--- src/design/efr_pkg.sv ---
// Package for the escaped frame receiver.
// Holds the link byte codes, the status codes and the structs used by the
// parser, the top level and the testbench. Depends on nothing.
package efr_pkg;

  // Link byte codes.
  localparam logic [7:0] FLAG_BYTE = 8'h7E;
  localparam logic [7:0] ESC_BYTE  = 8'h7D;
  localparam logic [7:0] ESC_MASK  = 8'h20;
  localparam logic [7:0] SUM_GOOD  = 8'hFF;

  // Payload store geometry.
  localparam int unsigned STORE_DEPTH = 32;
  localparam int unsigned ADDR_W      = 5;

  // Result status codes.
  localparam logic [1:0] STAT_OK  = 2'd0;
  localparam logic [1:0] STAT_SUM = 2'd1;
  localparam logic [1:0] STAT_LEN = 2'd2;

  // One result word.
  typedef struct packed {
    logic [7:0]        frame_code;
    logic [7:0]        data_byte;
    logic [ADDR_W-1:0] byte_index;
    logic [5:0]        payload_len;
    logic              has_data;
    logic              last;
    logic [1:0]        status;
  } res_t;

  // Write port into the payload store.
  typedef struct packed {
    logic              en;
    logic [ADDR_W-1:0] addr;
    logic [7:0]        data;
  } wr_t;

  // What an accepted byte triggers: a single result word or a payload readout.
  typedef struct packed {
    logic       single_v;
    res_t       single;
    logic       run_v;
    logic [7:0] run_code;
    logic [5:0] run_len;
  } evt_t;

endpackage

--- src/design/efr_if.sv ---
// Channel interfaces of the escaped frame receiver.
// efr_byte_if carries received link bytes, efr_result_if carries result words.
// Depends on nothing.
interface efr_byte_if;
  logic       valid;
  logic       ready;
  logic [7:0] rx_byte;

  modport source (output valid, output rx_byte, input ready);
  modport sink (input valid, input rx_byte, output ready);
endinterface

interface efr_result_if;
  logic       valid;
  logic       ready;
  logic [7:0] frame_code;
  logic [7:0] data_byte;
  logic [4:0] byte_index;
  logic [5:0] payload_len;
  logic       has_data;
  logic       last;
  logic [1:0] status;

  modport source (output valid, output frame_code, output data_byte, output byte_index,
                  output payload_len, output has_data, output last, output status,
                  input ready);
  modport sink (input valid, input frame_code, input data_byte, input byte_index,
                input payload_len, input has_data, input last, input status,
                output ready);
endinterface

--- src/design/efr_parser.sv ---
// Byte-level frame parser: unescaping, length check, checksum and store writes.
// Depends on efr_pkg for byte codes, status codes and the wr_t / evt_t structs.
module efr_parser #(
  parameter int unsigned PAYLOAD_MAX = 32
) (
  input  logic            clk_i,
  input  logic            rst_ni,
  input  logic            byte_valid_i,
  input  logic [7:0]      byte_i,
  output efr_pkg::wr_t    wr_o,
  output efr_pkg::evt_t   evt_o
);

  // Largest legal length byte: the code byte plus a full payload.
  localparam int unsigned CAP     = (PAYLOAD_MAX > efr_pkg::STORE_DEPTH) ?
                                    efr_pkg::STORE_DEPTH : PAYLOAD_MAX;
  localparam logic [7:0]  LEN_MAX = 8'(CAP + 1);

  logic [5:0] pos_q, pos_d;
  logic [5:0] flen_q, flen_d;
  logic [7:0] code_q, code_d;
  logic [7:0] sum_q, sum_d;
  logic       esc_q, esc_d;
  logic       err_q, err_d;

  logic [7:0] ub;
  logic [7:0] sum_n;
  logic [5:0] n_len;

  assign ub    = esc_q ? (byte_i ^ efr_pkg::ESC_MASK) : byte_i;
  assign sum_n = sum_q + ub;
  assign n_len = flen_q - 6'd1;

  // Next state and events for one accepted byte.
  always_comb begin
    pos_d  = pos_q;
    flen_d = flen_q;
    code_d = code_q;
    sum_d  = sum_q;
    esc_d  = esc_q;
    err_d  = err_q;
    wr_o   = '0;
    evt_o  = '0;
    wr_o.data = ub;
    wr_o.addr = efr_pkg::ADDR_W'(pos_q - 6'd3);

    if (byte_valid_i) begin
      priority if (err_q) begin
        // Everything is dropped until the next start byte.
        if (byte_i == efr_pkg::FLAG_BYTE) begin
          err_d = 1'b0;
          sum_d = '0;
          esc_d = 1'b0;
          pos_d = 6'd1;
        end
      end else if (pos_q == 6'd0) begin
        // Idle: only a start byte opens a frame.
        if (byte_i == efr_pkg::FLAG_BYTE) begin
          pos_d = 6'd1;
          sum_d = '0;
          esc_d = 1'b0;
        end
      end else if (byte_i == efr_pkg::FLAG_BYTE) begin
        err_d = 1'b1;
      end else if (byte_i == efr_pkg::ESC_BYTE) begin
        esc_d = 1'b1;
      end else begin
        esc_d = 1'b0;
        if (pos_q == 6'd1) begin
          // Length byte.
          if (ub == 8'd0 || ub > LEN_MAX) begin
            err_d                 = 1'b1;
            pos_d                 = 6'd0;
            evt_o.single_v        = 1'b1;
            evt_o.single.last     = 1'b1;
            evt_o.single.status   = efr_pkg::STAT_LEN;
          end else begin
            flen_d = ub[5:0];
            pos_d  = 6'd2;
          end
        end else begin
          sum_d = sum_n;
          if (pos_q == 6'd2) begin
            code_d = ub;
            pos_d  = 6'd3;
          end else if (pos_q == flen_q + 6'd2) begin
            // Checksum byte closes the frame.
            pos_d = 6'd0;
            sum_d = '0;
            if (sum_n != efr_pkg::SUM_GOOD) begin
              err_d                   = 1'b1;
              evt_o.single_v          = 1'b1;
              evt_o.single.frame_code = code_q;
              evt_o.single.payload_len = n_len;
              evt_o.single.last       = 1'b1;
              evt_o.single.status     = efr_pkg::STAT_SUM;
            end else if (n_len == 6'd0) begin
              evt_o.single_v          = 1'b1;
              evt_o.single.frame_code = code_q;
              evt_o.single.last       = 1'b1;
              evt_o.single.status     = efr_pkg::STAT_OK;
            end else begin
              evt_o.run_v    = 1'b1;
              evt_o.run_code = code_q;
              evt_o.run_len  = n_len;
            end
          end else begin
            // Payload byte goes to the store.
            wr_o.en = 1'b1;
            pos_d   = pos_q + 6'd1;
          end
        end
      end
    end
  end

  // Parser state registers.
  always_ff @(posedge clk_i or negedge rst_ni) begin
    if (!rst_ni) begin
      pos_q  <= '0;
      flen_q <= '0;
      code_q <= '0;
      sum_q  <= '0;
      esc_q  <= 1'b0;
      err_q  <= 1'b0;
    end else begin
      pos_q  <= pos_d;
      flen_q <= flen_d;
      code_q <= code_d;
      sum_q  <= sum_d;
      esc_q  <= esc_d;
      err_q  <= err_d;
    end
  end

endmodule

--- src/design/escaped_frame_receiver.sv ---
// Top level of the escaped frame receiver: parser, payload store, readout.
// Depends on efr_pkg, efr_byte_if / efr_result_if and efr_parser.
//
// Usage: raw link bytes enter on rx_i, one word per accepted byte. Frames
// are 0x7E, length, code, payload, checksum, with 0x7D escaping the next
// byte (XOR 0x20). Result words leave on res_o through an output register.
// While bytes are parsed and res_o does not stall, rx_i takes one byte per cycle;
// payload bytes go into a 32-entry store with a registered synchronous read. A
// bad length byte, a bad checksum byte or a good frame with no payload
// yields one result word in the next cycle. A good frame with n payload bytes
// starts a readout that reads the store one entry per cycle while res_o does
// not stall, and rx_i stays low until the last of the n words is in the
// output register. The single read port of the store sets this pace.
// When res_o stalls, the output register holds its word, the readout
// pauses, and rx_i is held off until the register can take a new word.
// Reset clears the parser, the readout and the output register; the store
// contents are left as they are, since a frame reads only what it wrote.
module escaped_frame_receiver #(
  parameter int unsigned PAYLOAD_MAX = 32
) (
  input  logic                clk_i,
  input  logic                rst_ni,
  efr_byte_if.sink            rx_i,
  efr_result_if.source        res_o
);

  typedef enum logic {
    ST_PARSE,
    ST_RUN
  } state_e;

  localparam int unsigned AW = efr_pkg::ADDR_W;

  state_e             state_q;
  efr_pkg::wr_t       wr;
  efr_pkg::evt_t      evt;
  efr_pkg::res_t      res_q;
  logic               out_valid_q;
  logic               out_free;
  logic               in_ready;
  logic               in_acc;

  logic [7:0]         store [efr_pkg::STORE_DEPTH];
  logic [7:0]         rd_data_q;
  logic [AW-1:0]      rd_idx_q;
  logic               rd_pend_q;
  logic [5:0]         rd_cnt_q;
  logic [5:0]         run_len_q;
  logic [7:0]         run_code_q;
  logic               rd_en;
  logic               load;

  // Handshake on the byte channel.
  assign out_free   = !out_valid_q || res_o.ready;
  assign in_ready   = (state_q == ST_PARSE) && out_free;
  assign rx_i.ready = in_ready;
  assign in_acc     = rx_i.valid && in_ready;

  efr_parser #(
    .PAYLOAD_MAX (PAYLOAD_MAX)
  ) u_parser (
    .clk_i        (clk_i),
    .rst_ni       (rst_ni),
    .byte_valid_i (in_acc),
    .byte_i       (rx_i.rx_byte),
    .wr_o         (wr),
    .evt_o        (evt)
  );

  // Readout: issue a read when the data stage is empty or drains this cycle.
  assign load  = (state_q == ST_RUN) && rd_pend_q && out_free;
  assign rd_en = (state_q == ST_RUN) && (rd_cnt_q != run_len_q) && (!rd_pend_q || load);

  // Payload store with registered read data.
  always_ff @(posedge clk_i) begin
    if (wr.en) begin
      store[wr.addr] <= wr.data;
    end
    if (rd_en) begin
      rd_data_q <= store[rd_cnt_q[AW-1:0]];
      rd_idx_q  <= rd_cnt_q[AW-1:0];
    end
  end

  // Readout control and the output register.
  always_ff @(posedge clk_i or negedge rst_ni) begin
    if (!rst_ni) begin
      state_q     <= ST_PARSE;
      rd_pend_q   <= 1'b0;
      rd_cnt_q    <= '0;
      run_len_q   <= '0;
      run_code_q  <= '0;
      out_valid_q <= 1'b0;
      res_q       <= '0;
    end else begin
      unique case (state_q)
        ST_PARSE: begin
          if (evt.run_v) begin
            state_q    <= ST_RUN;
            rd_cnt_q   <= '0;
            run_len_q  <= evt.run_len;
            run_code_q <= evt.run_code;
          end
        end
        ST_RUN: begin
          if (rd_en) begin
            rd_cnt_q <= rd_cnt_q + 6'd1;
          end
          if (rd_cnt_q == run_len_q && (!rd_pend_q || load)) begin
            state_q <= ST_PARSE;
          end
        end
        default: begin
          state_q <= ST_PARSE;
        end
      endcase

      if (rd_en) begin
        rd_pend_q <= 1'b1;
      end else if (load) begin
        rd_pend_q <= 1'b0;
      end

      priority if (evt.single_v) begin
        out_valid_q <= 1'b1;
        res_q       <= evt.single;
      end else if (load) begin
        out_valid_q       <= 1'b1;
        res_q.frame_code  <= run_code_q;
        res_q.data_byte   <= rd_data_q;
        res_q.byte_index  <= rd_idx_q;
        res_q.payload_len <= run_len_q;
        res_q.has_data    <= 1'b1;
        res_q.last        <= ({1'b0, rd_idx_q} + 6'd1) == run_len_q;
        res_q.status      <= efr_pkg::STAT_OK;
      end else if (res_o.ready) begin
        out_valid_q <= 1'b0;
      end
    end
  end

  // Result channel.
  assign res_o.valid       = out_valid_q;
  assign res_o.frame_code  = res_q.frame_code;
  assign res_o.data_byte   = res_q.data_byte;
  assign res_o.byte_index  = res_q.byte_index;
  assign res_o.payload_len = res_q.payload_len;
  assign res_o.has_data    = res_q.has_data;
  assign res_o.last        = res_q.last;
  assign res_o.status      = res_q.status;

endmodule

--- src/flat_wrapper.sv ---
// flat-port wrapper written by rule: the top's interface ports become plain ports
module escaped_frame_receiver_flat 
#(
  parameter int unsigned PAYLOAD_MAX = 32
)
  (clk_i, rst_ni, rx_i_valid, rx_i_rx_byte, rx_i_ready, res_o_valid, res_o_frame_code, res_o_data_byte, res_o_byte_index, res_o_payload_len, res_o_has_data, res_o_last, res_o_status, res_o_ready);
  efr_byte_if rx_i_i ();
  efr_result_if res_o_i ();
  input  logic clk_i;
  input  logic rst_ni;
  input wire logic [$bits(rx_i_i.valid)-1:0] rx_i_valid;
  input wire logic [$bits(rx_i_i.rx_byte)-1:0] rx_i_rx_byte;
  output wire logic [$bits(rx_i_i.ready)-1:0] rx_i_ready;
  output wire logic [$bits(res_o_i.valid)-1:0] res_o_valid;
  output wire logic [$bits(res_o_i.frame_code)-1:0] res_o_frame_code;
  output wire logic [$bits(res_o_i.data_byte)-1:0] res_o_data_byte;
  output wire logic [$bits(res_o_i.byte_index)-1:0] res_o_byte_index;
  output wire logic [$bits(res_o_i.payload_len)-1:0] res_o_payload_len;
  output wire logic [$bits(res_o_i.has_data)-1:0] res_o_has_data;
  output wire logic [$bits(res_o_i.last)-1:0] res_o_last;
  output wire logic [$bits(res_o_i.status)-1:0] res_o_status;
  input wire logic [$bits(res_o_i.ready)-1:0] res_o_ready;
  assign rx_i_i.valid = rx_i_valid;
  assign rx_i_i.rx_byte = rx_i_rx_byte;
  assign rx_i_ready = rx_i_i.ready;
  assign res_o_valid = res_o_i.valid;
  assign res_o_frame_code = res_o_i.frame_code;
  assign res_o_data_byte = res_o_i.data_byte;
  assign res_o_byte_index = res_o_i.byte_index;
  assign res_o_payload_len = res_o_i.payload_len;
  assign res_o_has_data = res_o_i.has_data;
  assign res_o_last = res_o_i.last;
  assign res_o_status = res_o_i.status;
  assign res_o_i.ready = res_o_ready;
  escaped_frame_receiver #(.PAYLOAD_MAX(PAYLOAD_MAX)) u_core (.clk_i(clk_i), .rst_ni(rst_ni), .rx_i(rx_i_i), .res_o(res_o_i));
endmodule
--- config.mk ---
export PLATFORM = sky130hd
export DESIGN_NAME = escaped_frame_receiver_flat
export DESIGN_NICKNAME = d
export VERILOG_FILES = /design/src/design/efr_pkg.sv /design/src/design/efr_if.sv /design/src/design/efr_parser.sv /design/src/design/escaped_frame_receiver.sv /design/src/flat_wrapper.sv
export SDC_FILE = /design/constraint.sdc
export NUM_CORES = 1
export LEC_CHECK = 0
export ABC_CLOCK_PERIOD_IN_PS = 11160
export BUFFER_PORTS_ARGS = -buffer_cell sky130_fd_sc_hd__buf_2
export CAP_MARGIN = 0
export CORE_MARGIN = 2
export CORE_UTILIZATION = 59
export CTS_CLUSTER_DIAMETER = 50
export CTS_CLUSTER_SIZE = 14
export DETAILED_ROUTE_END_ITERATION = 7
export PLACE_DENSITY = 0.75
export SLEW_MARGIN = 20
export SYNTH_ARGS = -nofsm -noshare
export SYNTH_HDL_FRONTEND = slang
export SYNTH_HIERARCHICAL = 1
export SYNTH_SLANG_ARGS = --single-unit
export TNS_END_PERCENT = 30
--- constraint.sdc ---
create_clock -name clk_i -period 11.16 [get_ports clk_i]
set_clock_uncertainty 0.05 [all_clocks]
set_input_delay 0.558 -clock clk_i [delete_from_list [all_inputs] [get_ports clk_i]]
set_output_delay 0.558 -clock clk_i [all_outputs]
set_load 0.1 [all_outputs]
# [Word-level counts from Yosys, hierarchy flattened]
# Memories as Yosys holds them, arrays and structs flattened. A register that Yosys moved wholly into a read port is not among the register bits.
# Cells that the tools add are included.
[word_totals] word_cells=166 memories=1 ram_bits=256 reg_bits=89 input_bits=12 output_inout_bits=33
[classes] eq_ne=14 bitwise_logic=8 n_reduce_logical=25 magnitude_cmp=1 n_mux=90 addsub=7
[memory_table] name="u_core.store" depth=32 width=8 read_ports=1 rd_clocked_by_memory_dff=1 wr=1 line_no="escaped_frame_receiver.sv:43" text="logic [7:0] store [efr_pkg::STORE_DEPTH];"
[ops] operator="$mux W18" n=7
[ops] operator="$mux W6" n=20
[ops] operator="$mux W9" n=9
[ops] operator="$mux W8" n=9
[ops] operator="$mux W31" n=2
[ops] operator="$mux W15" n=3
[ops] operator="$mux W1" n=33
[ops] operator="$eq A6 B6 Y1" n=3
[ops] operator="$eq A8 B7 Y1 const B" n=2
[ops] operator="$reduce_and A7 Y1" n=2
[ops] operator="$add A6 B1 Y6 const B" n=2
[ops] operator="$logic_not A6 Y1" n=2
[ops] operator="$mux W3" n=4
[ops] operator="$pmux W6 S2" n=1
[ops] operator="$ne A3 B3 Y1 const B" n=3
[ops] operator="$add A8 B8 Y8" n=1
[ops] operator="$gt A8 B6 Y1 const B" n=1
[ops] operator="$logic_not A8 Y1" n=1
[ops] operator="$ne A8 B8 Y1 const B" n=1
[ops] operator="$not A1 Y1" n=8
[ops] operator="$logic_and A1 B1 Y1" n=7
[ops] operator="$add A5 B1 Y6 const B" n=1
[ops] operator="$add A6 B2 Y6 const B" n=1
[ops] operator="$eq A6 B1 Y1 const B" n=1
[ops] operator="other kinds (15)" n=21

# [Depth between registers and ports, before layout]
[depth] ltp_word=15 mapped_depth=13 ltp_nobuf=10

# [Cells and area by module]
# The synthesis kept the hierarchy.
[by_module_without_submodules] mod="escaped_frame_receiver" seq_area_each_um2=9429.0 n_inst=1 cells_per_inst=768 area_each_um2=13091.3
[by_module_without_submodules] mod="efr_parser" seq_area_each_um2=750.7 n_inst=1 cells_per_inst=283 area_each_um2=2637.5

# [Worst setup path after synthesis]
# Ideal clock, no wire load.
[synth_timing] path_type="register to register" from="register u_core.out_valid_q, in the netlist u_core/res_o.valid" to="register u_core.run_code_q[3]" t_required_ns=10.985 n_path_buf=4 slack_ns=6.011 stages_incl_launch_ff=13 arrival_time_ns=4.975 synth_period_minus_slack_ns=5.149 setup_time_ns=0.125 path_cell_list="dfrtp_1 nor2b_1 nor2_1 and2_1 buf_4 nand3_2 or4_4 buf_6 nor4_4 nor2b_1 clkbuf_1 clkbuf_1 mux2_2"
[synth_rtl] item="start, declared" line_no="escaped_frame_receiver.sv:38" text="logic out_valid_q;"
[synth_rtl] item="start signal, assigned" line_no="escaped_frame_receiver.sv:93" text="out_valid_q <= 1'b0;"
[synth_rtl] item="start signal, assigned" line_no="escaped_frame_receiver.sv:125" text="out_valid_q <= 1'b1;"
[synth_rtl] item="start signal, assigned" line_no="escaped_frame_receiver.sv:128" text="out_valid_q <= 1'b1;"
[synth_rtl] item="end signal, assigned" line_no="escaped_frame_receiver.sv:102" text="run_code_q <= evt.run_code;"
[synth_rtl] item="end, declared" line_no="escaped_frame_receiver.sv:49" text="logic [7:0] run_code_q;"

==> summary.md <==
| Metric | Value |
|---|---|
| Setup TNS | `0 ns` |
| Die Y | `167 um` |
| Weighted congestion reported at the end of routability-driven placement | `0.823` |
| CTS tree | `done` |
| Clock network latency to the later pin of the worst-skew pair | `0.51 ns` |
| Number of buffers created by CTS | `35` |
| Synth-to-Final Area Change | `9.21%` |
| Share of post-route cells with drive strength above 1 | `20.1%` |
| Kind of end point of the critical path | `flip-flop` |
| Wirelength per Cell | `22.2 um` |
| Worst Path Arrival | `4.71 ns` |
| TritonRoute pass-1 iters | `7` |
| Number of enable flip-flop cells after synthesis | `269` |
| Util after Layout | `65.7%` |
| Setup CP Type | `reg2reg` |
| Final std cells w/o fill | `1432` |
| Netlist cell types | `75` |
| Time the worst path needs with I/O delays and setup | `4.36 ns` |
| Fin worst setup slack | `6.80 ns` |
| RSZ-0062 raised after global routing | `false` |
| Fmax | `229 MHz` |
| Post-synth top flop | `sky130_fd_sc_hd__edfxtp_1` |
| Final number of hold-violating endpoints | `0` |
| Via density per instance | `6.15` |
| Cell at the root of the clock tree | `sky130_fd_sc_hd__clkbuf_16` |
| Violations in the final reports | `design-rule violations` |
| Number of H-tree branching levels | `2` |
| Total Power | `0.00346 W` |
| Vias | `8801` |
| Run status | `finished with violations` |
| Starting utilization of the core area | `60.2%` |
| Number of rows in the core area | `59` |
| Count of inserted antenna diode cells | `0` |
| Largest driver fanout on the critical path | `37` |
| Synth area leader | `sky130_fd_sc_hd__edfxtp_1` |
| Setup-failing EPs final | `0` |
| Filler cell count in the final layout | `1857` |
| Max-slew violations | `0` |
| Post-layout nets | `1108` |
| Number of remaining DRC errors | `10` |
| Hold WC Path Type | `in2reg` |
| Worst slack at placement | `6.24 ns` |
| IR Drop Worst-Case VDD | `0.000123 V` |
| Synthesis-stage register bit count | `353` |
| Routed Wire Length | `31800 um` |
| Largest net degree at the start of global routing | `79` |
| Final HPWL from detailed placement | `19800 um` |
| Post-route clock period utilization | `39.1%` |
| Core footprint | `26100 um2` |
| Sequential fraction of the synthesis area | `64.7%` |
| Number of antenna violations at the first check in global routing | `1` |
| Max Buffers Root-to-Sink | `3` |
| Die boundary width | `167 um` |
| Clock-pin slew on the worst setup and hold paths | `0.06 ns` |
| FFs w/ async S/R, synth | `23.8%` |
| Wire length of the first global-routing pass | `49800 um` |
| Mapped Avg Cell Area | `15.0 um2` |
| Cells after Synth | `1051` |
| Total global-route track usage | `23.0%` |
| Dpl cells | `1373` |
| Power per cell area | `201 nW/um2` |
| Number of buffers inserted by port buffering | `44` |
| Post-synthesis instance area | `15700 um2` |
| Worst-margin pin slew | `1.08 ns` |
| IO Count | `45` |
| Residual antenna-violating net count after detailed routing | `0` |
| Proportion of netlist area held by the largest area contributor | `51.4%` |
| Yosys warns | `6` |
| Number of DRC violations after detailed-routing iteration 0 | `732` |
| Max cap viols | `0` |
| Vias in the first global route | `8784` |
| Overall die area | `28000 um2` |
| Cell types with the largest area share after synthesis | `sky130_fd_sc_hd__edfxtp_1 51%, sky130_fd_sc_hd__dfrtp_1 13%, sky130_fd_sc_hd__mux4_2 5.7%` |
| Leakage power total | `6.34 nW` |
| Remaining max-slew budget at the tightest pin | `27.5%` |
| Total congestion overflow after global routing | `0` |
| Crit path launch type | `flip-flop` |
| Crit path required time | `11.50 ns` |
| TritonCTS sink count | `353` |
[per-stage QoR]
stage / instance area, um2 / hold slack [ns]
after floorplan: 15800 / 0.212
after global placement: 16000 / 0.322
after detailed placement: 16000 / 0.323
after CTS: 17100 / 0.298
after global routing: 17200 / 0.331
final: 17200 / 0.316
[synthesized netlist by cell type, types with 7 or more instances]
cell	instances
sky130_fd_sc_hd__nand2_1	57
sky130_fd_sc_hd__or3_1	7
sky130_fd_sc_hd__nor3b_1	10
sky130_fd_sc_hd__clkbuf_1	25
sky130_fd_sc_hd__and2_1	15
sky130_fd_sc_hd__ha_1	17
sky130_fd_sc_hd__buf_2	13
sky130_fd_sc_hd__xnor2_1	15
sky130_fd_sc_hd__buf_6	8
sky130_fd_sc_hd__a221oi_1	16
sky130_fd_sc_hd__and3_1	13
sky130_fd_sc_hd__a21oi_1	30
sky130_fd_sc_hd__nor2_1	64
sky130_fd_sc_hd__mux4_2	40
sky130_fd_sc_hd__nor3_1	16
sky130_fd_sc_hd__xor2_1	16
sky130_fd_sc_hd__dfrtp_1	84
sky130_fd_sc_hd__edfxtp_1	269
sky130_fd_sc_hd__nand3_1	11
sky130_fd_sc_hd__mux2i_1	68
sky130_fd_sc_hd__o211ai_1	10
sky130_fd_sc_hd__inv_1	12
sky130_fd_sc_hd__mux2_2	49
sky130_fd_sc_hd__a22o_1	13
sky130_fd_sc_hd__nor2b_1	8
sky130_fd_sc_hd__buf_4	28
sky130_fd_sc_hd__o21ai_0	39
[registers in the layout, summed over array words and instances (netlist names), 2 cells and up]
| name | cells |
|---|---|
| u_core/rd_cnt_q | 6 |
| u_core/rd_data_q | 8 |
| u_core/rd_idx_q | 5 |
| u_core/res_o.byte_index | 5 |
| u_core/res_o.data_byte | 8 |
| u_core/res_o.frame_code | 8 |
| u_core/res_o.payload_len | 6 |
| u_core/res_o.status | 2 |
| u_core/run_code_q | 8 |
| u_core/run_len_q | 6 |
| u_core/store | 256 |
| u_core/u_parser/code_q | 8 |
| u_core/u_parser/flen_q | 6 |
| u_core/u_parser/pos_q | 6 |
| u_core/u_parser/sum_q | 8 |
[where the power goes]
group / switching [W] / internal [W] / leakage (nW)
clock: 0.000474 / 0.000651 / 0.537
sequential: 0.0000602 / 0.00150 / 3.53
combinational: 0.000535 / 0.000235 / 2.27
[area by class of cell]
| cell class | instances | area [um2] | share of cell area (%) |
|---|---|---|---|
| clock inverter | 11 | 104 | 0.605 |
| inverter | 12 | 45.0 | 0.262 |
| clock buffer | 45 | 987 | 5.75 |
| sequential | 353 | 10200 | 59.3 |
| timing repair buffer | 55 | 333 | 1.94 |
| tap | 335 | 419 | 2.44 |
| multi-input combinational | 621 | 5110 | 29.7 |
[placed cells by master, fill, tap and decap left out, drive strengths merged, types with 14 or more instances in the layout]
| cell type | count |
|---|---|
| a21oi | 31 |
| a221oi | 16 |
| and2 | 15 |
| and3 | 14 |
| buf | 54 |
| clkbuf | 45 |
| conb | 14 |
| dfrtp | 84 |
| edfxtp | 269 |
| ha | 17 |
| inv | 16 |
| mux2 | 52 |
| mux2i | 68 |
| mux4 | 40 |
| nand2 | 57 |
| nor2 | 64 |
| nor3 | 18 |
| o21ai | 42 |
| xnor2 | 16 |
| xor2 | 16 |
[routing by layer]
layer	GRT usage [%]	part of all wire, %	vias up
met3	4.07	5.7	54
li1	-	-	4039
met5	0	0.035	-
met2	37.5	48	274
met4	7.49	2.5	2
met1	32.1	43	4432
[what timing repair did]
| action | 4_1_cts | 5_1_grt |
|---|---|---|
| buffers inserted | 0 | 0 |
| endpoints found under the hold margin | 6 | 0 |
| hold buffers | 1 | 0 |
| gates resized for setup | 0 | 0 |
[cell families (layout without fill, tap and decap cells)]
group / count (synthesis) / after routing / share of synthesized area [%]
AND/OR/NAND/NOR: 246 / 246 / 8.28
XOR/XNOR: 32 / 32 / 1.83
flip-flops: 353 / 353 / 64.7
AO/OA/AOI/OAI: 151 / 151 / 6.59
multiplexers: 160 / 160 / 13.8
adder cells (fa/ha/maj): 18 / 18 / 1.48
buffers and inverters: 90 / 123 / 3.30
other: 1 / 14 / 0.0238
[worst max-delay path, cell delays in order (launching register included)]
cell and delay, ns:
sky130_fd_sc_hd__dfrtp_1 0.44, sky130_fd_sc_hd__xor2_4 0.74, sky130_fd_sc_hd__ha_1 0.44, sky130_fd_sc_hd__nand2_1 0.10, sky130_fd_sc_hd__o21ai_0 0.12, sky130_fd_sc_hd__nor3_1 0.31, sky130_fd_sc_hd__o211ai_2 0.21, sky130_fd_sc_hd__nor4_4 0.71
sky130_fd_sc_hd__nor2b_2 0.71, sky130_fd_sc_hd__mux2_2 0.42
[final timing paths]
check,startpoint,end,slack [ns],cells past startpoint
max,u_core/u_parser/esc_q,u_core/run_code_q[1],6.80,9
min,res_o_ready,u_core/res_o.valid,0.32,4
max in group asynchronous,rst_ni,u_core/rd_cnt_q[0],9.75,4
max reg2reg,u_core/u_parser/esc_q,u_core/run_code_q[1],6.80,9
min in group asynchronous,rst_ni,u_core/res_o.data_byte[1],0.34,2
min reg2reg,u_core/u_parser/sum_q[3],u_core/u_parser/sum_q[3],0.43,1
Note: power is estimated with default switching activity, not from simulation.
